## config.mk

```make
export PLATFORM = sky130hd
export DESIGN_NAME = csg_ctrl
export DESIGN_NICKNAME = d
export VERILOG_FILES = /design/src/rtl/csg_pkg.sv /design/src/rtl/csg_ctrl.sv
export SDC_FILE = /design/constraint.sdc
export NUM_CORES = 1
export LEC_CHECK = 0
export ABC_CLOCK_PERIOD_IN_PS = 4330
export BUFFER_PORTS_ARGS = -buffer_cell sky130_fd_sc_hd__buf_2
export CORE_MARGIN = 8
export CORE_UTILIZATION = 45
export CTS_CLUSTER_SIZE = 14
export DETAILED_ROUTE_END_ITERATION = 16
export MAX_ROUTING_LAYER = met4
export PLACE_DENSITY = 0.65
export SETUP_SLACK_MARGIN = 0.15
export SLEW_MARGIN = 20
export SYNTH_ARGS = -nofsm -noshare
export SYNTH_HDL_FRONTEND = slang
export SYNTH_SLANG_ARGS = --single-unit
```

## constraint.sdc

```tcl
create_clock -name clk -period 4.33 [get_ports clk]
set_input_delay 0.433 -clock clk [delete_from_list [all_inputs] [get_ports clk]]
set_output_delay 0.433 -clock clk [all_outputs]
set_load 0.01 [all_outputs]
```

## src/rtl/csg_pkg.sv

```systemverilog
// Shared types, constants and arithmetic helpers of the circle/spiral setpoint generator.
package csg_pkg;

  // Configuration register indexes
  localparam logic [2:0] REG_MODE     = 3'd0;
  localparam logic [2:0] REG_PERIOD   = 3'd1;
  localparam logic [2:0] REG_RADIUS   = 3'd2;
  localparam logic [2:0] REG_CENTER_X = 3'd3;
  localparam logic [2:0] REG_CENTER_Y = 3'd4;
  localparam logic [2:0] REG_DESCENT  = 3'd5;

  localparam logic [19:0] MIN_PERIOD_MS     = 20'd1000;
  localparam logic [19:0] DEFAULT_PERIOD_MS = 20'd100000;
  localparam logic [9:0]  US_PER_MS         = 10'd1000;
  localparam logic [31:0] US_PER_S          = 32'd1000000;
  // 2*pi in Q32 times 10^6, numerator of the angular rate division
  localparam logic [54:0] W_NUM             = 55'd26986075409000000;
  localparam logic [31:0] HALF_PI_Q30       = 32'd1686629713;
  localparam logic [30:0] ONE_Q30           = 31'h4000_0000;
  localparam logic [29:0] EIGHTH_TURN       = 30'h2000_0000;
  localparam logic [40:0] MAG_CAP           = 41'h100_0000_0000;

  // Series terms: first five refine sine, last five cosine
  localparam int TERMS    = 10;
  localparam int TS_TERMS = 5;
  localparam int PRODS    = 8;

  typedef enum logic [5:0] {
    ST_IDLE, ST_DEL, ST_DEL_WT, ST_DELW, ST_DTU, ST_DTU_WT, ST_DTUW,
    ST_DW, ST_DW_WT, ST_DWW, ST_MX, ST_MXW, ST_MX2, ST_MX2W,
    ST_TM, ST_TMW, ST_TR, ST_TRW, ST_TC, ST_MS, ST_MSW,
    ST_M1, ST_M1W, ST_M2, ST_M2W, ST_M3, ST_M3W, ST_PM, ST_PMW,
    ST_ZM, ST_ZD, ST_ZD_WT, ST_ZDW, ST_QM, ST_QMW,
    ST_VM, ST_VD, ST_VD_WT, ST_VDW, ST_PUB
  } state_t;

  typedef enum logic [5:0] {
    OP_NOP, OP_ACC, OP_DEL, OP_DELW, OP_DTU, OP_DTUW, OP_DW, OP_DWW,
    OP_MX, OP_MXW, OP_MX2, OP_MX2W, OP_TM, OP_TMW, OP_TR, OP_TRW, OP_TC,
    OP_MS, OP_MSW, OP_M1, OP_M1W, OP_M2, OP_M2W, OP_M3, OP_M3W,
    OP_PM, OP_PMW, OP_ZM, OP_ZD, OP_ZDW, OP_QM, OP_QMW,
    OP_VM, OP_VD, OP_VDW, OP_PUB
  } op_t;

  typedef struct packed {
    op_t        op;
    logic [3:0] idx;
  } cmd_t;

  typedef struct packed {
    logic div_done;
    logic out_free;
    logic mode;
  } sts_t;

  function automatic logic [31:0] term_recip(input logic [3:0] idx);
    logic [31:0] r;
    case (idx)
      4'd0:    r = 32'd39045157;
      4'd1:    r = 32'd59652323;
      4'd2:    r = 32'd102261126;
      4'd3:    r = 32'd214748364;
      4'd4:    r = 32'd715827882;
      4'd5:    r = 32'd47721858;
      4'd6:    r = 32'd76695844;
      4'd7:    r = 32'd143165576;
      4'd8:    r = 32'd357913941;
      default: r = 32'd2147483648;
    endcase
    return r;
  endfunction

  function automatic logic [6:0] term_div(input logic [3:0] idx);
    logic [6:0] k;
    case (idx)
      4'd0:    k = 7'd110;
      4'd1:    k = 7'd72;
      4'd2:    k = 7'd42;
      4'd3:    k = 7'd20;
      4'd4:    k = 7'd6;
      4'd5:    k = 7'd90;
      4'd6:    k = 7'd56;
      4'd7:    k = 7'd30;
      4'd8:    k = 7'd12;
      default: k = 7'd2;
    endcase
    return k;
  endfunction

  function automatic logic [40:0] clamp_mag(input logic [44:0] v);
    return (v > 45'(MAG_CAP)) ? MAG_CAP : v[40:0];
  endfunction

  function automatic logic signed [31:0] sat32(input logic signed [63:0] v);
    logic signed [31:0] r;
    if (v > 64'sd2147483647)       r = 32'sh7fff_ffff;
    else if (v < -64'sd2147483648) r = 32'sh8000_0000;
    else                           r = v[31:0];
    return r;
  endfunction

endpackage

```

## src/rtl/csg_ctrl.sv

```systemverilog
// Controller: sequences the datapath operations for one transaction.
module csg_ctrl (
  input  logic          clk,
  input  logic          rst,
  input  logic          in_valid,
  input  csg_pkg::sts_t sts,
  output logic          in_ready,
  output csg_pkg::cmd_t cmd
);
  import csg_pkg::*;

  state_t     state, state_next;
  logic [3:0] cnt;

  always_ff @(posedge clk) begin
    if (rst) begin
      state <= ST_IDLE;
      cnt   <= '0;
    end else begin
      state <= state_next;
      if (state == ST_IDLE) begin
        cnt <= '0;
      end else if (state == ST_TC) begin
        cnt <= (cnt == 4'(TERMS - 1)) ? 4'd0 : cnt + 4'd1;
      end else if (state == ST_PMW) begin
        cnt <= cnt + 4'd1;
      end
    end
  end

  always_comb begin
    state_next = state;
    unique case (state)
      ST_IDLE:   if (in_valid) state_next = ST_DEL;
      ST_DEL:    state_next = ST_DEL_WT;
      ST_DEL_WT: if (sts.div_done) state_next = ST_DELW;
      ST_DELW:   state_next = ST_DTU;
      ST_DTU:    state_next = ST_DTU_WT;
      ST_DTU_WT: if (sts.div_done) state_next = ST_DTUW;
      ST_DTUW:   state_next = ST_DW;
      ST_DW:     state_next = ST_DW_WT;
      ST_DW_WT:  if (sts.div_done) state_next = ST_DWW;
      ST_DWW:    state_next = ST_MX;
      ST_MX:     state_next = ST_MXW;
      ST_MXW:    state_next = ST_MX2;
      ST_MX2:    state_next = ST_MX2W;
      ST_MX2W:   state_next = ST_TM;
      ST_TM:     state_next = ST_TMW;
      ST_TMW:    state_next = ST_TR;
      ST_TR:     state_next = ST_TRW;
      ST_TRW:    state_next = ST_TC;
      ST_TC:     state_next = (cnt == 4'(TERMS - 1)) ? ST_MS : ST_TM;
      ST_MS:     state_next = ST_MSW;
      ST_MSW:    state_next = ST_M1;
      ST_M1:     state_next = ST_M1W;
      ST_M1W:    state_next = ST_M2;
      ST_M2:     state_next = ST_M2W;
      ST_M2W:    state_next = ST_M3;
      ST_M3:     state_next = ST_M3W;
      ST_M3W:    state_next = ST_PM;
      ST_PM:     state_next = ST_PMW;
      ST_PMW: begin
        if (cnt != 4'(PRODS - 1)) state_next = ST_PM;
        else state_next = sts.mode ? ST_ZM : ST_PUB;
      end
      ST_ZM:     state_next = ST_ZD;
      ST_ZD:     state_next = ST_ZD_WT;
      ST_ZD_WT:  if (sts.div_done) state_next = ST_ZDW;
      ST_ZDW:    state_next = ST_QM;
      ST_QM:     state_next = ST_QMW;
      ST_QMW:    state_next = ST_VM;
      ST_VM:     state_next = ST_VD;
      ST_VD:     state_next = ST_VD_WT;
      ST_VD_WT:  if (sts.div_done) state_next = ST_VDW;
      ST_VDW:    state_next = ST_PUB;
      ST_PUB:    if (sts.out_free) state_next = ST_IDLE;
      default:   state_next = ST_IDLE;
    endcase
  end

  always_comb begin
    in_ready = 1'b0;
    cmd.idx  = cnt;
    cmd.op   = OP_NOP;
    unique case (state)
      ST_IDLE: begin
        in_ready = 1'b1;
        cmd.op   = in_valid ? OP_ACC : OP_NOP;
      end
      ST_DEL:  cmd.op = OP_DEL;
      ST_DELW: cmd.op = OP_DELW;
      ST_DTU:  cmd.op = OP_DTU;
      ST_DTUW: cmd.op = OP_DTUW;
      ST_DW:   cmd.op = OP_DW;
      ST_DWW:  cmd.op = OP_DWW;
      ST_MX:   cmd.op = OP_MX;
      ST_MXW:  cmd.op = OP_MXW;
      ST_MX2:  cmd.op = OP_MX2;
      ST_MX2W: cmd.op = OP_MX2W;
      ST_TM:   cmd.op = OP_TM;
      ST_TMW:  cmd.op = OP_TMW;
      ST_TR:   cmd.op = OP_TR;
      ST_TRW:  cmd.op = OP_TRW;
      ST_TC:   cmd.op = OP_TC;
      ST_MS:   cmd.op = OP_MS;
      ST_MSW:  cmd.op = OP_MSW;
      ST_M1:   cmd.op = OP_M1;
      ST_M1W:  cmd.op = OP_M1W;
      ST_M2:   cmd.op = OP_M2;
      ST_M2W:  cmd.op = OP_M2W;
      ST_M3:   cmd.op = OP_M3;
      ST_M3W:  cmd.op = OP_M3W;
      ST_PM:   cmd.op = OP_PM;
      ST_PMW:  cmd.op = OP_PMW;
      ST_ZM:   cmd.op = OP_ZM;
      ST_ZD:   cmd.op = OP_ZD;
      ST_ZDW:  cmd.op = OP_ZDW;
      ST_QM:   cmd.op = OP_QM;
      ST_QMW:  cmd.op = OP_QMW;
      ST_VM:   cmd.op = OP_VM;
      ST_VD:   cmd.op = OP_VD;
      ST_VDW:  cmd.op = OP_VDW;
      ST_PUB:  cmd.op = OP_PUB;
      ST_DEL_WT, ST_DTU_WT, ST_DW_WT, ST_ZD_WT, ST_VD_WT: cmd.op = OP_NOP;
      default: cmd.op = OP_NOP;
    endcase
  end
endmodule

```

; ---- After elaboration in Yosys (flattened, before gate mapping)
; Index checks and enable logic that the tools add are counted.
; Widths: inputs -> output; s select.
[word_totals]
regBits = 10
inputBits = 6
out_inout_bits = 11
elab_cells = 72
[classes]
n_addsub = 1
eq_ne = 48
muxes = 17
reduce_logical = 4
[ops]
columns = operator, n
row1 = $pmux 6 s40, 1
row2 = $pmux 6 s35, 1
row3 = $eq 6x5->1 const B, 16
row4 = $mux 6, 9
row5 = $eq 6x4->1 const B, 8
row6 = $eq 6x6->1 const B, 8
row7 = $eq 6x3->1 const B, 4
row8 = $ne 2x2->1 const B, 7
row9 = $eq 6x2->1 const B, 2
row10 = $mux 4, 3
row11 = $reduce_and 7->1, 1
row12 = $eq 6x1->1 const B, 1
row13 = $logic_not 6->1, 1
row14 = $mux 5, 1
row15 = $add 4x1->4 const B, 1
row16 = $eq 4x4->1 const B, 1
row17 = $ne 4x3->1 const B, 1
row18 = $mux 1, 2
row19 = $reduce_bool 2->1, 1
row20 = $reduce_or 2->1, 1

; ---- Depth between registers and ports, before layout
; Gate-level depths: netlist (run 1).
[logic_depth]
word_depth = 3
depth_mapped = 7

; ---- Least setup slack after synthesis (run 1)
; Ideal clock, no wire load.
[synth_path]
path_kind = register -> output
start = reg state[4]
end = out cmd[4] in the netlist's numbering
arrival_time_ps = 1385
slack_ps = 2512
stages_incl_launch_ff = 7
path_buffers = 2
path_cell_list = dfxtp_1 buf_2 buf_1 a21oi_1 o21bai_1 a22oi_1 o221ai_1
[synth_lines]
columns = element, line_no
row1 = start: declaration, csg_ctrl.sv:12  ; state_t state, state_next;
row2 = start signal: assignment, csg_ctrl.sv:20  ; state <= state_next;
row3 = end: declaration, csg_ctrl.sv:8  ; output csg_pkg::cmd_t cmd

==> results of run 1 <==
==> power breakdown <==
group          switching (W)  total [W]  internal [W]
combinational       0.000173   0.000316      0.000142
sequential         0.0000900   0.000195      0.000105
clock              0.0000325  0.0000646     0.0000322
==> stage by stage <==
| step | cells | total power, W |
|---|---|---|
| floorplan | 173 | 0.000433 |
| global placement | 204 | 0.000509 |
| detailed placement | 204 | 0.000509 |
| CTS | 207 | 0.000573 |
| global route | 207 | 0.000627 |
| finish | 207 | 0.000576 |
==> routing by layer <==
| layer | track usage (%) | wire length (um) | up-vias |
|---|---|---|---|
| met5 | - | 0 | - |
| met4 | 3.32 | 75 | 0 |
| met3 | 2.94 | 297 | 10 |
| met2 | 23.7 | 1540 | 62 |
| met1 | 22.3 | 1600 | 614 |
| li1 | - | - | 652 |
==> final timing paths <==
path / start / endpoint / slack [ps] / cells past startpoint
worst max register to register: state[0] / state[1] / 1990 / 4
worst min-delay path: rst / cnt[0] / 410 / 2
worst min register to register: cnt[3] / cnt[3] / 570 / 2
worst max-delay path: state[3] / cmd[4] / 1560 / 6
==> synth_stat cells, drive strengths merged (3+ instances only) <==
library cell	count
a21oi	15
nand2	12
nor2	11
buf	10
dfxtp	10
nand2b	9
o21ai	9
inv	8
a31oi	7
nand3	7
nor3	6
clkbuf	5
nor2b	5
xor2	5
a211oi	3
nand3b	3
nand4	3
nor4	3
o21a	3
o22a	3
o32ai	3
==> sequential cells by signal, indices dropped and copies added (netlist names) <==
signal / flops
state: 6
cnt: 4
==> cells by family after synthesis <==
kind of cell / count (synthesis)
adder cells (fa/ha/maj): 2
flip-flops: 10
multiplexers: 2
AO/OA/AOI/OAI: 61
AND/OR/NAND/NOR: 68
XOR/XNOR: 7
buffers and inverters: 23
==> cell usage in the layout (no fill, tap or decap), types with 2 or more instances in the layout <==
master / synthesis / final
a211oi_1: 2 / 2
a21oi_1: 15 / 15
a22oi_1: 2 / 2
a31oi_1: 7 / 7
buf_2: 7 / 16
clkbuf_4: 0 / 3
dfxtp_1: 10 / 10
ha_1: 2 / 2
inv_1: 7 / 7
nand2_1: 12 / 12
nand2b_1: 9 / 9
nand3_1: 7 / 7
nand3b_1: 3 / 3
nand4_1: 3 / 3
nor2_1: 10 / 10
nor2b_1: 5 / 5
nor3_1: 5 / 5
nor4_1: 3 / 3
o21a_1: 3 / 3
o21ai_0: 8 / 8
o21bai_1: 2 / 2
o221ai_1: 2 / 2
o22a_1: 3 / 3
o311ai_1: 2 / 2
o32ai_1: 3 / 3
or3_1: 2 / 2
xnor2_1: 2 / 2
xor2_1: 5 / 5
==> layout make-up <==
class | count | area (um2)
multi-input cells | 140 | 906
fillers | 274 | 1250
inverters | 8 | 30.0
clock buffers | 3 | 22.5
flip-flops and latches | 10 | 200
well taps | 30 | 37.5
repair buffers | 16 | 80.1
==> worst register-to-register path, delay by kind of cell (launching register included) <==
family / cells / cell delay, ps
simple gates: 2 / 610
compound gates: 2 / 680
flops: 1 / 980
==> results.cfg, run 1 <==
[run_status]
outcome = completed

[logic_synthesis]
syn_area_um2 = 1210
syn_inst = 173
synthArstFlopShare_pct = 0
synth_top_flop_cell = dfxtp_1
synth_simple_gate_area_share_pct = 31.1
syn_nets = 181
synth_compound_area_share_pct = 35.0
synth.area.top_cells = dfxtp_1 (17%), a21oi_1 (6.2%), nand2b_1 (4.7%), nand2_1 (3.7%), a31oi_1 (3.6%)
ys_seq_area_share_pct = 16.6
synth_edf_count = 0
ys.warnings.count = 0
yosysTopAreaCellShare_pct = 16.6
synthAdderAreaFrac_pct = 2.07
synth.distinct_cells = 54
synthMuxAreaShare_pct = 1.76
avgSynthCellArea_um2 = 6.99
synth_top_family_by_area = compound AO/OA/AOI/OAI gates
synth_xor_area_share_pct = 5.07
synth-seq-cells = 10
yosysTopAreaCell = dfxtp_1

[placed_design]
gp_congestion = 0.926
place_hpwl_um = 2440
place_area_um2 = 1250
pre_cts_ws_ps = 1890
io_buffers = 16

[drt]
drc_errors = 0
wl_um = 3510
vias_per_cell = 6.46
drtIter0Drc = 225
drtAntennaViolNets = 0
wl_per_cell_um = 16.9
vias = 1338
drtPass1Iterations = 4

[floorplan]
start_util_pct = 47.9
fp.dieH_um = 67.8
core_area_um2 = 2520
io_pins = 17
rows = 18
dieArea_um2 = 4600
die_x_um = 67.8

[grt]
grt_util_all_layers_pct = 16.1
grt_pass1_vias = 1164
grt_pass1_wl_um = 5760
grt_max_degree = 33
antenna_found_initial = 0
gr-total-overflow = 0

[sta]
fin_crit_ps = 2770
slew_headroom_pct = 32.8
holdWs_ps = 407
rsz0062_at_grt = false
slew_violations = 0
finalCritPeriodShare_pct = 64.1
worst_pin_slew_ps = 1010
setup_slack_ps = 1560
finalSetupViolations = 0
fin_skew_ps = 0.611
max_freq_ghz = 0.361
hold_viol = 0
finalSetupTns_ps = 0

[clock_network]
cts.root.buffer_cell = clkbuf_4
clock_path_buffers = 2
clock_latency_ps = 260
postCtsSetupBuffers = 0
ctsHoldBuffers = 0
cts_sinks = 10
post_cts_resized = 0
htree_levels = 1
clk_pin_slew_ps = 60
cts_tree = built
cts_buffers = 3

[critical_path]
worst-path-max-fanout = 32
cpLargestDelayFamily = flip-flops
cp.buffers_inverters = 2
cp-start-kind = register
worstSetupPathType = register to output port
worstPathRequired_ps = 3900
crit_chain = inv_1, nand3_1, o31ai_1, a22oi_1, o221ai_1, buf_2
cp-end-kind = output port
crit_arrival_ps = 2340
max_stage_delay_ps = 980
slowest_stage = dfxtp_1

[layout]
layout-drive-gt1-share_pct = 14.7
antenna_cells = 0
finish.utilization_pct = 50.6
final_nets = 187
final_area_um2 = 1280
area_growth_pct = 5.59

[power_and_ir_drop]
vdd_drop_max_mv = 0.454
p_leak_nw = 0.459
power_density_nw_per_um2 = 451

[min_path]
holdCritPathClass = input port to register

[job]
cap_violations = 0
Power figures use the tool's default switching activity.
==> inputs of run 2 (changes only) <==
ABC_CLOCK_PERIOD_IN_PS = 2800   (was 4330)
clock period = 2.8 ns   (was 4.33 ns; I/O delays follow)
==> results.cfg, run 2 (synthesized netlist as in run 1, its figures left out) <==
[sta]
max_freq_ghz = 0.398
finalCritPeriodShare_pct = 89.8
slew_headroom_pct = 44.3
fin_skew_ps = 1.13
hold_viol = 0
fin_crit_ps = 2510
rsz0062_at_grt = false
slew_violations = 0
finalSetupViolations = 0
finalSetupTns_ps = 0
worst_pin_slew_ps = 834
holdWs_ps = 237

[clock_network]
clock_path_buffers = 2
postCtsSetupBuffers = 0
post_cts_resized = 0
cts_buffers = 3
htree_levels = 1
cts_sinks = 10
clk_pin_slew_ps = 80
clock_latency_ps = 280
ctsHoldBuffers = 0
cts.root.buffer_cell = clkbuf_4
cts_tree = built

[critical_path]
cp-start-kind = register
max_stage_delay_ps = 870
worstPathRequired_ps = 2520
cp-end-kind = output port
cpLargestDelayFamily = flip-flops
worstSetupPathType = register to output port
slowest_stage = dfxtp_1
worst-path-max-fanout = 25
critPathLaunch = state[1]
crit_chain = nor2_1, nand3_1, inv_1, a21oi_1, o221ai_1, buf_2
r2r-start = state[1]
crit_arrival_ps = 2230
cp.buffers_inverters = 2

[power_and_ir_drop]
p_leak_nw = 0.488
power_density_nw_per_um2 = 722
vdd_drop_max_mv = 0.564
fin_total_pwr_w = 0.000954

[drt]
drtAntennaViolNets = 0
drc_errors = 0
vias = 1372
wl_um = 3660
drtIter0Drc = 168
wl_per_cell_um = 17.3
vias_per_cell = 6.47
drtPass1Iterations = 4

[floorplan]
dieArea_um2 = 4600
core_area_um2 = 2520
fp.dieH_um = 67.8
rows = 18
die_x_um = 67.8
io_pins = 17
start_util_pct = 47.9

[grt]
grt_max_degree = 26
antenna_found_initial = 0
grt_pass1_wl_um = 6070
gr-total-overflow = 0
grt_pass1_vias = 1228
grt_util_all_layers_pct = 17.0

[layout]
final_common_cell = buf_2
finish.utilization_pct = 52.4
largest_reg_flops = 6
final_nets = 191
regMostFlops = state
reg_top3 = state x6, cnt x4
layout-drive-gt1-share_pct = 17.6
final_cell_mix = buf_2 (16), a21oi_1 (15), nand2_1 (12), nor2_1 (10)
antenna_cells = 0
area_growth_pct = 9.32

[placed_design]
io_buffers = 16
gp_congestion = 0.911
place_hpwl_um = 2650

[run_status]
outcome = completed

[min_path]
hp-start = rst
holdCritPathClass = input port to register

[job]
cap_violations = 0
[run 2: changes by cell type in the layout (fill, tap and decap cells not counted)]
cell / previous run / this run
clkbuf_8: 0 / 1
dfxtp_2: 0 / 1
dfxtp_1: 10 / 9
buf_4: 0 / 4
[run 2: layout make-up]
cell class | count | area [um2]
inverter | 8 | 30.0
timing repair buffer | 20 | 110
tap | 30 | 37.5
clock buffer | 4 | 36.3
fill | 251 | 1200
sequential | 10 | 201
multi-input combinational | 140 | 906
[run 2: layer usage]
| metal | share of wire (%) | track usage (%) |
|---|---|---|
| met1 | 45 | 23.0 |
| met2 | 45 | 24.9 |
| met4 | 0.90 | 4.60 |
| met3 | 8.6 | 3.76 |
| met5 | 0 | - |
[run 2: final timing paths]
path | end | slack [ps] | cells past startpoint
setup / recovery | cmd[4] | 290 | 6
hold / removal | cnt[0] | 240 | 2
setup reg to reg | state[1] | 550 | 4
hold reg to reg | cnt[3] | 570 | 2
[run 2: stage by stage]
step	setup slack, ps	instances	cell area [um2]
CTS	349	212	1320
global route	151	212	1320
detailed placement	612	208	1280
floorplan	1130	173	1210
finish	287	212	1320
global placement	643	208	1280
[run 2: report_power, final]
group / internal [W] / leakage [nW] / switching (W)
registers: 0.000163 / 0.0819 / 0.000121
logic: 0.000230 / 0.385 / 0.000296
clock network: 0.0000793 / 0.0210 / 0.0000642
total: 0.000473 / 0.488 / 0.000481
==> inputs of run 3 (changes only) <==
REMOVE_ABC_BUFFERS = 1   (was default)
==> results.cfg, run 3 (synthesized netlist as in run 1, its figures left out) <==
[grt]
grt_util_all_layers_pct = 16.5
grt_max_degree = 28
gr-total-overflow = 0
grt_pass1_vias = 1187
grt_pass1_wl_um = 5870
antenna_found_initial = 0

[critical_path]
cpLargestDelayFamily = flip-flops
critical_path_depth = 6
cp.buffers_inverters = 2
crit_arrival_ps = 2110
r2r_cells = 5
slowest_stage = dfxtp_1
worst-path-max-fanout = 19
cp-end-kind = output port
r2r-start = state[2]
worstSetupPathType = register to output port
cp-start-kind = register
timing.rr.end = state[3]
max_stage_delay_ps = 770
crit_chain = buf_4, xor2_1, o31ai_1, a22oi_1, o221ai_1, buf_2
cp-endpoint = cmd[4]
critPathLaunch = state[0]
worstPathRequired_ps = 2520
r2r_slack_ps = 620

[power_and_ir_drop]
fin_total_pwr_w = 0.000950
p_leak_nw = 0.494
power_density_nw_per_um2 = 715
vdd_drop_max_mv = 0.516

[clock_network]
cts_buffers = 3
htree_levels = 1
clock_latency_ps = 270
cts.root.buffer_cell = clkbuf_4
clk_pin_slew_ps = 80
clock_path_buffers = 2
ctsHoldBuffers = 0
cts_tree = built
cts_sinks = 10
postCtsSetupBuffers = 0
post_cts_resized = 0

[drt]
wl_met3_um = 213
drtPass1Iterations = 4
wl_um = 3450
wl_met1_um = 1620
vias_per_cell = 6.22
drtIter0Drc = 82
drc_errors = 0
top_layer = met4
wl_per_cell_um = 16.2
drtAntennaViolNets = 0
vias = 1324
wl_met2_um = 1600

[layout]
final_cell_mix = buf_2 (16), a21oi_1 (15), nand2_1 (12), nor2_1 (10)
largest_reg_flops = 6
area_growth_pct = 9.94
reg_top3 = state x6, cnt x4
fillerInstances = 267
layout-drive-gt1-share_pct = 18.0
regMostFlops = state
final_area_um2 = 1330
antenna_cells = 0
final_nets = 192
final_common_cell = buf_2

[sta]
fin_crit_ps = 2390
finalSetupViolations = 0
slew_headroom_pct = 53.7
fin_skew_ps = 7.17
finalSetupTns_ps = 0
worst_pin_slew_ps = 694
rsz0062_at_grt = false
finalCritPeriodShare_pct = 85.3
slew_violations = 0
max_freq_ghz = 0.419
hold_viol = 0

[run_status]
outcome = completed

[job]
cap_violations = 0

[floorplan]
start_util_pct = 47.9
fp.dieH_um = 67.8
die_x_um = 67.8
core_area_um2 = 2520
io_pins = 17
rows = 18
dieArea_um2 = 4600

[placed_design]
io_buffers = 16
place_hpwl_um = 2480
place_area_um2 = 1290
gp_congestion = 0.892

[min_path]
holdCritPathClass = input port to register
hp-start = rst
==> run 3: cell count changes in the layout (fill, tap and decap cells not counted) <==
cell	before	now
buf_4	4	5
==> run 3: how the worst min path moves through the flow <==
stage	end	slack, ps	depth (start not counted)
after CTS	state[1]	260	2
final	state[1]	270	2
after detailed placement	cnt[3]	540	2
after floorplan	cnt[0]	350	1
after global routing	cnt[0]	270	2
after global placement	cnt[3]	530	2
==> run 3: power breakdown <==
part	total (W)	internal, W	switching [W]
clock	0.000134	0.0000789	0.0000548
sequential	0.000268	0.000163	0.000104
combinational	0.000549	0.000236	0.000313
total	0.000950	0.000478	0.000472
==> run 3: worst reg2reg max path: cells and delay by family (launching register included) <==
family	cells	cell delay (ps)
compound gates	2	310
simple gates	3	1010
flops	1	770
==> run 3: area by class of cell <==
class | instances | area (um2) | share of cell area (%)
Clock buffer | 4 | 36.3 | 2.73
Inverter | 8 | 30.0 | 2.26
Multi-Input combinational cell | 140 | 906 | 68.2
Sequential cell | 10 | 201 | 15.2
Tap cell | 30 | 37.5 | 2.82
Timing Repair Buffer | 21 | 118 | 8.85
==> run 3: metal layers <==
metal  vias up  track usage [%]
met5         -                -
met4         0             3.58
met3         2             3.76
met2        54             24.9
met1       603             22.0
li1        665                -
==> run 3: stage by stage <==
| step | util (%) | setup WS (ps) | hold WS [ps] | instances |
|---|---|---|---|---|
| after floorplan | - | 892 | 348 | 158 |
| after global placement | 51.2 | 698 | 531 | 209 |
| after detailed placement | 51.2 | 582 | 537 | 209 |
| after CTS | 52.6 | 348 | 264 | 213 |
| after global routing | 52.7 | 255 | 274 | 213 |
| final | 52.7 | 412 | 272 | 213 |
